File: src/rtl/wsfp_pkg.sv
`timescale 1ns / 1ps

package wsfp_pkg;

    // Parser phase within a frame
    typedef enum logic [2:0] {
        PH_HDR0 = 3'd0,
        PH_HDR1 = 3'd1,
        PH_EXT  = 3'd2,
        PH_MASK = 3'd3,
        PH_DATA = 3'd4,
        PH_HALT = 3'd5
    } t_phase;

    // Result kinds
    localparam logic [1:0] KIND_PAYLOAD = 2'd0;
    localparam logic [1:0] KIND_EMPTY   = 2'd1;
    localparam logic [1:0] KIND_ERROR   = 2'd2;

    // Error codes
    localparam logic [1:0] ERR_RSV       = 2'd0;
    localparam logic [1:0] ERR_UNMASKED  = 2'd1;
    localparam logic [1:0] ERR_TOO_LONG  = 2'd2;
    localparam logic [1:0] ERR_BAD_CTRL  = 2'd3;

    // Header constants
    localparam logic [7:0] HDR_RSV_MASK  = 8'h70;
    localparam logic [6:0] LEN7_EXT16    = 7'd126;
    localparam logic [6:0] LEN7_EXT64    = 7'd127;
    localparam logic [31:0] CTRL_MAX_LEN = 32'd125;
    localparam logic [2:0] EXT16_LEFT    = 3'd1;
    localparam logic [2:0] EXT64_LEFT    = 3'd7;
    localparam logic [31:0] MAX_PAYLOAD_RST = 32'd1048576;

    localparam int OUT_TDATA_W = 48;

    typedef struct packed {
        logic [1:0]  kind;
        logic [3:0]  opcode;
        logic        fin;
        logic [7:0]  payload_byte;
        logic [31:0] frame_length;
        logic        last;
        logic [1:0]  error_code;
    } t_result;

endpackage

File: src/rtl/websocket_frame_parser_core.sv
`timescale 1ns / 1ps

// A result is registered and appears on the master side in the cycle after the byte that causes it.
// Throughput: one byte per cycle while the output slot is free or drained; the single output
// register with pass-through ready keeps input flowing while a result is taken in the same cycle.
// Reset (i_rst_n, synchronous, active low): parser to frame start, output empty,
// max_payload to 1048576.
module websocket_frame_parser_core
    import wsfp_pkg::*;
(
    input  logic        i_clk,
    input  logic        i_rst_n,
    // Configuration: max_payload write channel
    input  logic        i_cfg_valid,
    output logic        o_cfg_ready,
    input  logic [31:0] i_cfg_data,
    // Byte stream in
    input  logic        s_axis_tvalid,
    output logic        s_axis_tready,
    input  logic [7:0]  s_axis_tdata,   // [7:0] data_byte
    input  logic        s_axis_tuser,   // [0] new_stream
    // Results out
    output logic        m_axis_tvalid,
    input  logic        m_axis_tready,
    output logic [OUT_TDATA_W-1:0] m_axis_tdata,
    // [3:0] opcode, [4] fin, [12:5] payload_byte, [44:13] frame_length,
    // [46:45] error_code, [47] zero
    output logic [1:0]  m_axis_tuser,   // [1:0] kind
    output logic        m_axis_tlast    // last
);

    // ------------------------------------------------------------------
    // State
    // ------------------------------------------------------------------
    t_phase      r_phase, n_phase;
    logic        r_fin, n_fin;
    logic [3:0]  r_opcode, n_opcode;
    logic [31:0] r_len, n_len;          // low 32 bits of the frame length
    logic        r_len_hi, n_len_hi;    // some bit above 31 is set
    logic [2:0]  r_ext_left, n_ext_left;
    logic [31:0] r_mask_key, n_mask_key;
    logic [1:0]  r_mask_seen, n_mask_seen;
    logic [1:0]  r_pidx, n_pidx;        // payload index mod 4 selects key byte
    logic [31:0] r_remain, n_remain;    // payload bytes still to come
    logic [31:0] r_max_payload;

    logic        r_out_valid;
    t_result     r_out;

    // ------------------------------------------------------------------
    // Handshakes
    // ------------------------------------------------------------------
    logic w_in_accept;
    logic w_res_valid;
    t_result w_res;

    assign o_cfg_ready   = 1'b1;
    // Take a new byte whenever the output slot is free or being drained now
    assign s_axis_tready = !r_out_valid || m_axis_tready;
    assign w_in_accept   = s_axis_tvalid && s_axis_tready;

    // ------------------------------------------------------------------
    // Per-byte decode
    // ------------------------------------------------------------------
    t_phase      w_phase;
    logic [7:0]  w_b;
    logic [6:0]  w_len7;
    logic [31:0] w_cand_lo;
    logic        w_cand_hi;
    logic        w_too_long;
    logic        w_bad_ctl;
    logic [7:0]  w_key;

    assign w_b     = s_axis_tdata;
    // new_stream restarts the parser at this very byte
    assign w_phase = s_axis_tuser ? PH_HDR0 : r_phase;
    assign w_len7  = w_b[6:0];

    // Length candidate: from the short field, or the extension bytes shifted in so far
    always_comb begin
        if (w_phase == PH_EXT) begin
            w_cand_lo = {r_len[23:0], w_b};
            w_cand_hi = r_len_hi || (r_len[31:24] != 8'd0);
        end else begin
            w_cand_lo = {25'd0, w_len7};
            w_cand_hi = 1'b0;
        end
    end

    assign w_too_long = w_cand_hi || (w_cand_lo > r_max_payload);
    // Control frames (opcode 8 and up) must be short and unfragmented
    assign w_bad_ctl  = r_opcode[3] && (w_cand_hi || (w_cand_lo > CTRL_MAX_LEN) || !r_fin);

    always_comb begin
        unique case (r_pidx)
            2'd0:    w_key = r_mask_key[31:24];
            2'd1:    w_key = r_mask_key[23:16];
            2'd2:    w_key = r_mask_key[15:8];
            default: w_key = r_mask_key[7:0];
        endcase
    end

    // ------------------------------------------------------------------
    // Next phase
    // ------------------------------------------------------------------
    always_comb begin
        n_phase = w_phase;
        unique case (w_phase)
            PH_HDR0: begin
                n_phase = ((w_b & HDR_RSV_MASK) != 8'd0) ? PH_HALT : PH_HDR1;
            end
            PH_HDR1: begin
                if (!w_b[7]) begin
                    n_phase = PH_HALT;
                end else if (w_len7 == LEN7_EXT16 || w_len7 == LEN7_EXT64) begin
                    n_phase = PH_EXT;
                end else if (w_too_long || w_bad_ctl) begin
                    n_phase = PH_HALT;
                end else begin
                    n_phase = PH_MASK;
                end
            end
            PH_EXT: begin
                if (r_ext_left == 3'd0) begin
                    n_phase = (w_too_long || w_bad_ctl) ? PH_HALT : PH_MASK;
                end
            end
            PH_MASK: begin
                if (r_mask_seen == 2'd3) begin
                    n_phase = (r_len == 32'd0) ? PH_HDR0 : PH_DATA;
                end
            end
            PH_DATA: begin
                if (r_remain == 32'd1) begin
                    n_phase = PH_HDR0;
                end
            end
            PH_HALT: begin
                n_phase = PH_HALT;
            end
            default: begin
                n_phase = PH_HALT;
            end
        endcase
    end

    // ------------------------------------------------------------------
    // Datapath updates and result
    // ------------------------------------------------------------------
    always_comb begin
        n_fin       = r_fin;
        n_opcode    = r_opcode;
        n_len       = r_len;
        n_len_hi    = r_len_hi;
        n_ext_left  = r_ext_left;
        n_mask_key  = r_mask_key;
        n_mask_seen = r_mask_seen;
        n_pidx      = r_pidx;
        n_remain    = r_remain;
        w_res_valid = 1'b0;
        w_res       = '0;

        unique case (w_phase)
            PH_HDR0: begin
                n_fin    = w_b[7];
                n_opcode = w_b[3:0];
                n_len    = '0;
                n_len_hi = 1'b0;
                if ((w_b & HDR_RSV_MASK) != 8'd0) begin
                    w_res_valid      = 1'b1;
                    w_res.kind       = KIND_ERROR;
                    w_res.error_code = ERR_RSV;
                end
            end
            PH_HDR1: begin
                n_len    = '0;
                n_len_hi = 1'b0;
                if (!w_b[7]) begin
                    w_res_valid      = 1'b1;
                    w_res.kind       = KIND_ERROR;
                    w_res.error_code = ERR_UNMASKED;
                end else if (w_len7 == LEN7_EXT16) begin
                    n_ext_left = EXT16_LEFT;
                end else if (w_len7 == LEN7_EXT64) begin
                    n_ext_left = EXT64_LEFT;
                end else begin
                    n_len = w_cand_lo;
                    if (w_too_long || w_bad_ctl) begin
                        w_res_valid      = 1'b1;
                        w_res.kind       = KIND_ERROR;
                        w_res.error_code = w_too_long ? ERR_TOO_LONG : ERR_BAD_CTRL;
                    end else begin
                        n_mask_seen = 2'd0;
                        n_mask_key  = '0;
                    end
                end
            end
            PH_EXT: begin
                n_len    = w_cand_lo;
                n_len_hi = w_cand_hi;
                if (r_ext_left == 3'd0) begin
                    if (w_too_long || w_bad_ctl) begin
                        w_res_valid      = 1'b1;
                        w_res.kind       = KIND_ERROR;
                        w_res.error_code = w_too_long ? ERR_TOO_LONG : ERR_BAD_CTRL;
                    end else begin
                        n_mask_seen = 2'd0;
                        n_mask_key  = '0;
                    end
                end else begin
                    n_ext_left = r_ext_left - 3'd1;
                end
            end
            PH_MASK: begin
                n_mask_key = {r_mask_key[23:0], w_b};
                if (r_mask_seen != 2'd3) begin
                    n_mask_seen = r_mask_seen + 2'd1;
                end else begin
                    n_pidx   = 2'd0;
                    n_remain = r_len;
                    if (r_len == 32'd0) begin
                        w_res_valid = 1'b1;
                        w_res.kind  = KIND_EMPTY;
                    end
                end
            end
            PH_DATA: begin
                w_res_valid        = 1'b1;
                w_res.kind         = KIND_PAYLOAD;
                w_res.payload_byte = w_b ^ w_key;
                w_res.frame_length = r_len;
                w_res.last         = (r_remain == 32'd1);
                n_pidx             = r_pidx + 2'd1;
                n_remain           = r_remain - 32'd1;
            end
            PH_HALT: begin
                // drop the byte, no result until new_stream
            end
            default: begin
            end
        endcase

        // Header fields ride along on every result; errors and notices end a frame
        w_res.opcode = n_opcode;
        w_res.fin    = n_fin;
        if (w_res.kind != KIND_PAYLOAD) begin
            w_res.last = 1'b1;
        end
    end

    // ------------------------------------------------------------------
    // Registers
    // ------------------------------------------------------------------
    always_ff @(posedge i_clk) begin
        if (!i_rst_n) begin
            r_phase       <= PH_HDR0;
            r_fin         <= 1'b0;
            r_opcode      <= '0;
            r_len         <= '0;
            r_len_hi      <= 1'b0;
            r_ext_left    <= '0;
            r_mask_key    <= '0;
            r_mask_seen   <= '0;
            r_pidx        <= '0;
            r_remain      <= '0;
            r_max_payload <= MAX_PAYLOAD_RST;
        end else begin
            if (i_cfg_valid && o_cfg_ready) begin
                r_max_payload <= i_cfg_data;
            end
            if (w_in_accept) begin
                r_phase     <= n_phase;
                r_fin       <= n_fin;
                r_opcode    <= n_opcode;
                r_len       <= n_len;
                r_len_hi    <= n_len_hi;
                r_ext_left  <= n_ext_left;
                r_mask_key  <= n_mask_key;
                r_mask_seen <= n_mask_seen;
                r_pidx      <= n_pidx;
                r_remain    <= n_remain;
            end
        end
    end

    // Output slot: load a fresh result, or empty once the transaction completes
    always_ff @(posedge i_clk) begin
        if (!i_rst_n) begin
            r_out_valid <= 1'b0;
        end else if (w_in_accept && w_res_valid) begin
            r_out_valid <= 1'b1;
        end else if (m_axis_tready) begin
            r_out_valid <= 1'b0;
        end
    end

    always_ff @(posedge i_clk) begin
        if (w_in_accept && w_res_valid) begin
            r_out <= w_res;
        end
    end

    assign m_axis_tvalid = r_out_valid;
    assign m_axis_tuser  = r_out.kind;
    assign m_axis_tlast  = r_out.last;
    assign m_axis_tdata  = {1'b0, r_out.error_code, r_out.frame_length,
                            r_out.payload_byte, r_out.fin, r_out.opcode};

    // ------------------------------------------------------------------
    // Assertions
    // ------------------------------------------------------------------
    a_err_halts: assert property (@(posedge i_clk) disable iff (!i_rst_n)
        (w_in_accept && w_res_valid && w_res.kind == KIND_ERROR) |=> (r_phase == PH_HALT))
        else $error("error result without halting the parser");

    a_data_remain: assert property (@(posedge i_clk) disable iff (!i_rst_n)
        (r_phase == PH_DATA) |-> (r_remain != 32'd0))
        else $error("payload phase with no bytes remaining");

    a_nonpayload_last: assert property (@(posedge i_clk) disable iff (!i_rst_n)
        (m_axis_tvalid && m_axis_tuser != KIND_PAYLOAD) |-> m_axis_tlast)
        else $error("notice or error result without last");

    a_halt_silent: assert property (@(posedge i_clk) disable iff (!i_rst_n)
        (r_phase == PH_HALT && w_in_accept && !s_axis_tuser) |=> (r_phase == PH_HALT))
        else $error("parser left halt without new_stream");

endmodule
File: config.mk
export PLATFORM = sky130hd
export DESIGN_NAME = websocket_frame_parser_core
export DESIGN_NICKNAME = d
export VERILOG_FILES = /design/src/rtl/wsfp_pkg.sv /design/src/rtl/websocket_frame_parser_core.sv
export SDC_FILE = /design/constraint.sdc
export NUM_CORES = 1
export LEC_CHECK = 0
export ABC_AREA = 0
export BUFFER_PORTS_ARGS = -buffer_cell sky130_fd_sc_hd__buf_2
export CORE_MARGIN = 2
export CORE_UTILIZATION = 45
export DETAILED_ROUTE_END_ITERATION = 16
export HOLD_SLACK_MARGIN = 0.08
export PLACE_DENSITY = 0.62
export SETUP_SLACK_MARGIN = 0.1
export SLEW_MARGIN = 0
export SYNTH_ARGS = -nofsm -noshare
export SYNTH_HDL_FRONTEND = slang
export SYNTH_SLANG_ARGS = --single-unit
File: constraint.sdc
create_clock -name i_clk -period 9.2 [get_ports i_clk]
set_clock_uncertainty 0.2 [all_clocks]
set_input_delay 1.84 -clock i_clk [delete_from_list [all_inputs] [get_ports i_clk]]
set_output_delay 1.84 -clock i_clk [all_outputs]
set_load 0.02 [all_outputs]
==> results.sh <==
export IMPL_outcome="complete, no violations"
export IMPL_clk_path_buf_depth=2
export IMPL_leakage_nw=4.49
export IMPL_path_class="in -> reg"
export IMPL_power_density_nw_per_um2=179
export IMPL_hp_class="reg -> reg"
export IMPL_slew_headroom_pct=36.1
export IMPL_fp_dieH_um=151
export IMPL_synthTopCellsByArea="dfxtp_1 30%, edfxtp_1 15%, nand2_1 6.6%"
export IMPL_start_util_pct=46.0
export IMPL_yosysWarnings=0
export IMPL_syn_area_per_cell_um2=8.73
export IMPL_ctsHoldBuffers=0
export IMPL_ir_worst_vdd_mv=0.144
export IMPL_period_needed_ns=5.41
export IMPL_dpl_hpwl_um=17400
export IMPL_synthArstFlopShare_pct=0
export IMPL_area_growth_pct=13.1
export IMPL_track_usage_pct=23.0
export IMPL_synth_most_common_cell="nand2_1"
export IMPL_finalSetupViolCount=0
export IMPL_maxCapViolCount=0
export IMPL_crit_required_ns=9.31
export IMPL_coreArea_um2=21100
export IMPL_grt_pass1_vias=7620
export IMPL_drc=0
export IMPL_grt_ovfl_total=0
export IMPL_yosys_cell_types_count=62
export IMPL_cts_sinks=195
export IMPL_grt_pass1_wl_um=40700
export IMPL_synth_seq_cells=195
export IMPL_start_kind="primary input"
export IMPL_num_vias=8331
export IMPL_drive_above_1_share_pct=16.6
export IMPL_cp_max_fo=35
export IMPL_cts_max_level=4
export IMPL_cts_inserted_buffers=17
export IMPL_synth_nets=1194
export IMPL_crit_arrival_ns=5.51
export IMPL_gp_congestion=0.868
export IMPL_drt_wl_total_um=25400
export IMPL_cts_tree="built"
export IMPL_synth_edff_count=50
export IMPL_fp_dieW_um=151
export IMPL_rsz0062_at_grt="no"
export IMPL_setup_tns_ns=0
export IMPL_nets=1255
export IMPL_synth_cells=1111
export IMPL_cp_end_kind="flip-flop"
export IMPL_yosysTopAreaCellShare_pct=29.9
export IMPL_clkTransAtPathRegs_ns=0.08
export IMPL_port_buffers=97
export IMPL_post_cts_setup_buffers=0
export IMPL_num_rows=53
export IMPL_synth_area_um2=9700
export IMPL_yosys_top_cells_count="170 x nand2_1, 145 x dfxtp_1, 108 x nor2_1"
export IMPL_worstMarginPinSlew_ns=0.959
export IMPL_synth_flop_cell="dfxtp_1"
export IMPL_first_pass_iters=6
export IMPL_dpl_worst_slack_ns=3.39
export IMPL_antenna_found_initial=2
export IMPL_die_area_um2=22700
export IMPL_clkLatencyLatePin_ns=0.44
export IMPL_cts_root_buf="clkbuf_16"
export IMPL_worst_slack_ns=3.79
export IMPL_drv_slew=0
export IMPL_synth_largest_area_cell="dfxtp_1"
export IMPL_vias_per_cell=5.70
export IMPL_wl_per_cell_um=17.4
export IMPL_grt_start_max_net_pins=66
export IMPL_ctsResizeCount=0
export IMPL_yosysSeqAreaShare_pct=45.4
export IMPL_report_final_hold_viol_count=0
export IMPL_period_share_pct=58.8
export IMPL_ant_nets=0
export IMPL_initialDrtViolationCount=704
export IMPL_timing_fmax_mhz=185
export IMPL_pin_count=100
## worst paths after layout
| path | startpoint | to | slack [ns] | cells after the start |
|---|---|---|---|---|
| setup / recovery | s_axis_tuser | r_mask_key[31] | 3.79 | 12 |
| setup reg to reg | r_phase[1] | r_mask_key[31] | 4.84 | 11 |
| hold / removal | r_mask_key[29] | r_mask_key[29] | 0.26 | 2 |
| hold reg to reg | r_mask_key[29] | r_mask_key[29] | 0.26 | 2 |
## cells in the final DEF (no fill, tap or decap), types with 37 or more instances in the layout
cell type,count
ha_1,37
nor2_1,108
a21oi_1,98
buf_2,97
inv_1,43
dfxtp_1,145
and3_1,41
nand2_1,170
o21ai_0,48
edfxtp_1,50
## where the power goes
group | total [mW] | internal, mW | switching [mW] | leakage, nW
sequential | 0.937 | 0.916 | 0.0207 | 1.67
combinational | 0.252 | 0.0865 | 0.166 | 2.51
clock | 0.771 | 0.397 | 0.374 | 0.307
## metrics by stage
step	utilization, %	std cells	power, mW	hold WS (ns)	area [µm²]
after floorplan	-	1111	1.14	0.232	9700
after global routing	52.0	1460	2.04	0.287	11000
after CTS	52.0	1460	1.97	0.266	11000
final	52.0	1461	1.96	0.264	11000
after global placement	49.0	1428	1.20	0.246	10300
after detailed placement	49.0	1428	1.21	0.250	10300
## flip-flops by register name, summed over array words and instances (netlist names), 2 cells and up
name and cells:
r_len 32, m_axis_tuser 2, r_opcode 4, r_mask_key 32
r_ext_left 3, r_remain 32, r_mask_seen 2, r_max_payload 32
r_pidx 2, r_phase 3, m_axis_tdata 47
## worst max-delay path, stage by stage
cell and delay (ns):
buf_2 0.16, nor4b_4 0.22, buf_4 0.35, and2_1 0.21, ha_1 0.24, a21o_1 0.16, a21o_1 0.16, a2111oi_0 0.77
o21ai_0 0.31, nor3_2 0.34, o31a_4 0.54, o21ai_0 0.18
## routing by layer
metal / GRT usage [%] / vias to the layer above / wire length, µm / part of all wire (%)
li1: - / 4030 / - / -
met1: 32.2 / 3994 / 11600 / 46
met2: 36.2 / 261 / 11700 / 46
met3: 3.95 / 44 / 1590 / 6.2
met4: 7.52 / 2 / 506 / 2.0
met5: 0 / - / 11 / 0.043
## logic make-up after synthesis
| kind of cell | count (synthesis) | share of synthesized area (%) |
|---|---|---|
| other | 2 | 0.0774 |
| buffers and inverters | 114 | 5.01 |
| multiplexers | 40 | 4.22 |
| flip-flops | 195 | 45.4 |
| XOR/XNOR | 20 | 1.81 |
| AO/OA/AOI/OAI | 263 | 17.5 |
| adder cells (fa/ha/maj) | 37 | 4.77 |
| AND/OR/NAND/NOR | 440 | 21.2 |
## cell type report
class                   count  area (µm²)
fillers                  2036       10100
multi-input cells         802        4830
flip-flops and latches    195        4400
repair buffers            112         598
clock buffers              19         475
well taps                 275         344
inverters                  44         165
clock inverters            13         150
diodes                      1        2.50
No activity file was read; power rests on OpenSTA's default activity.
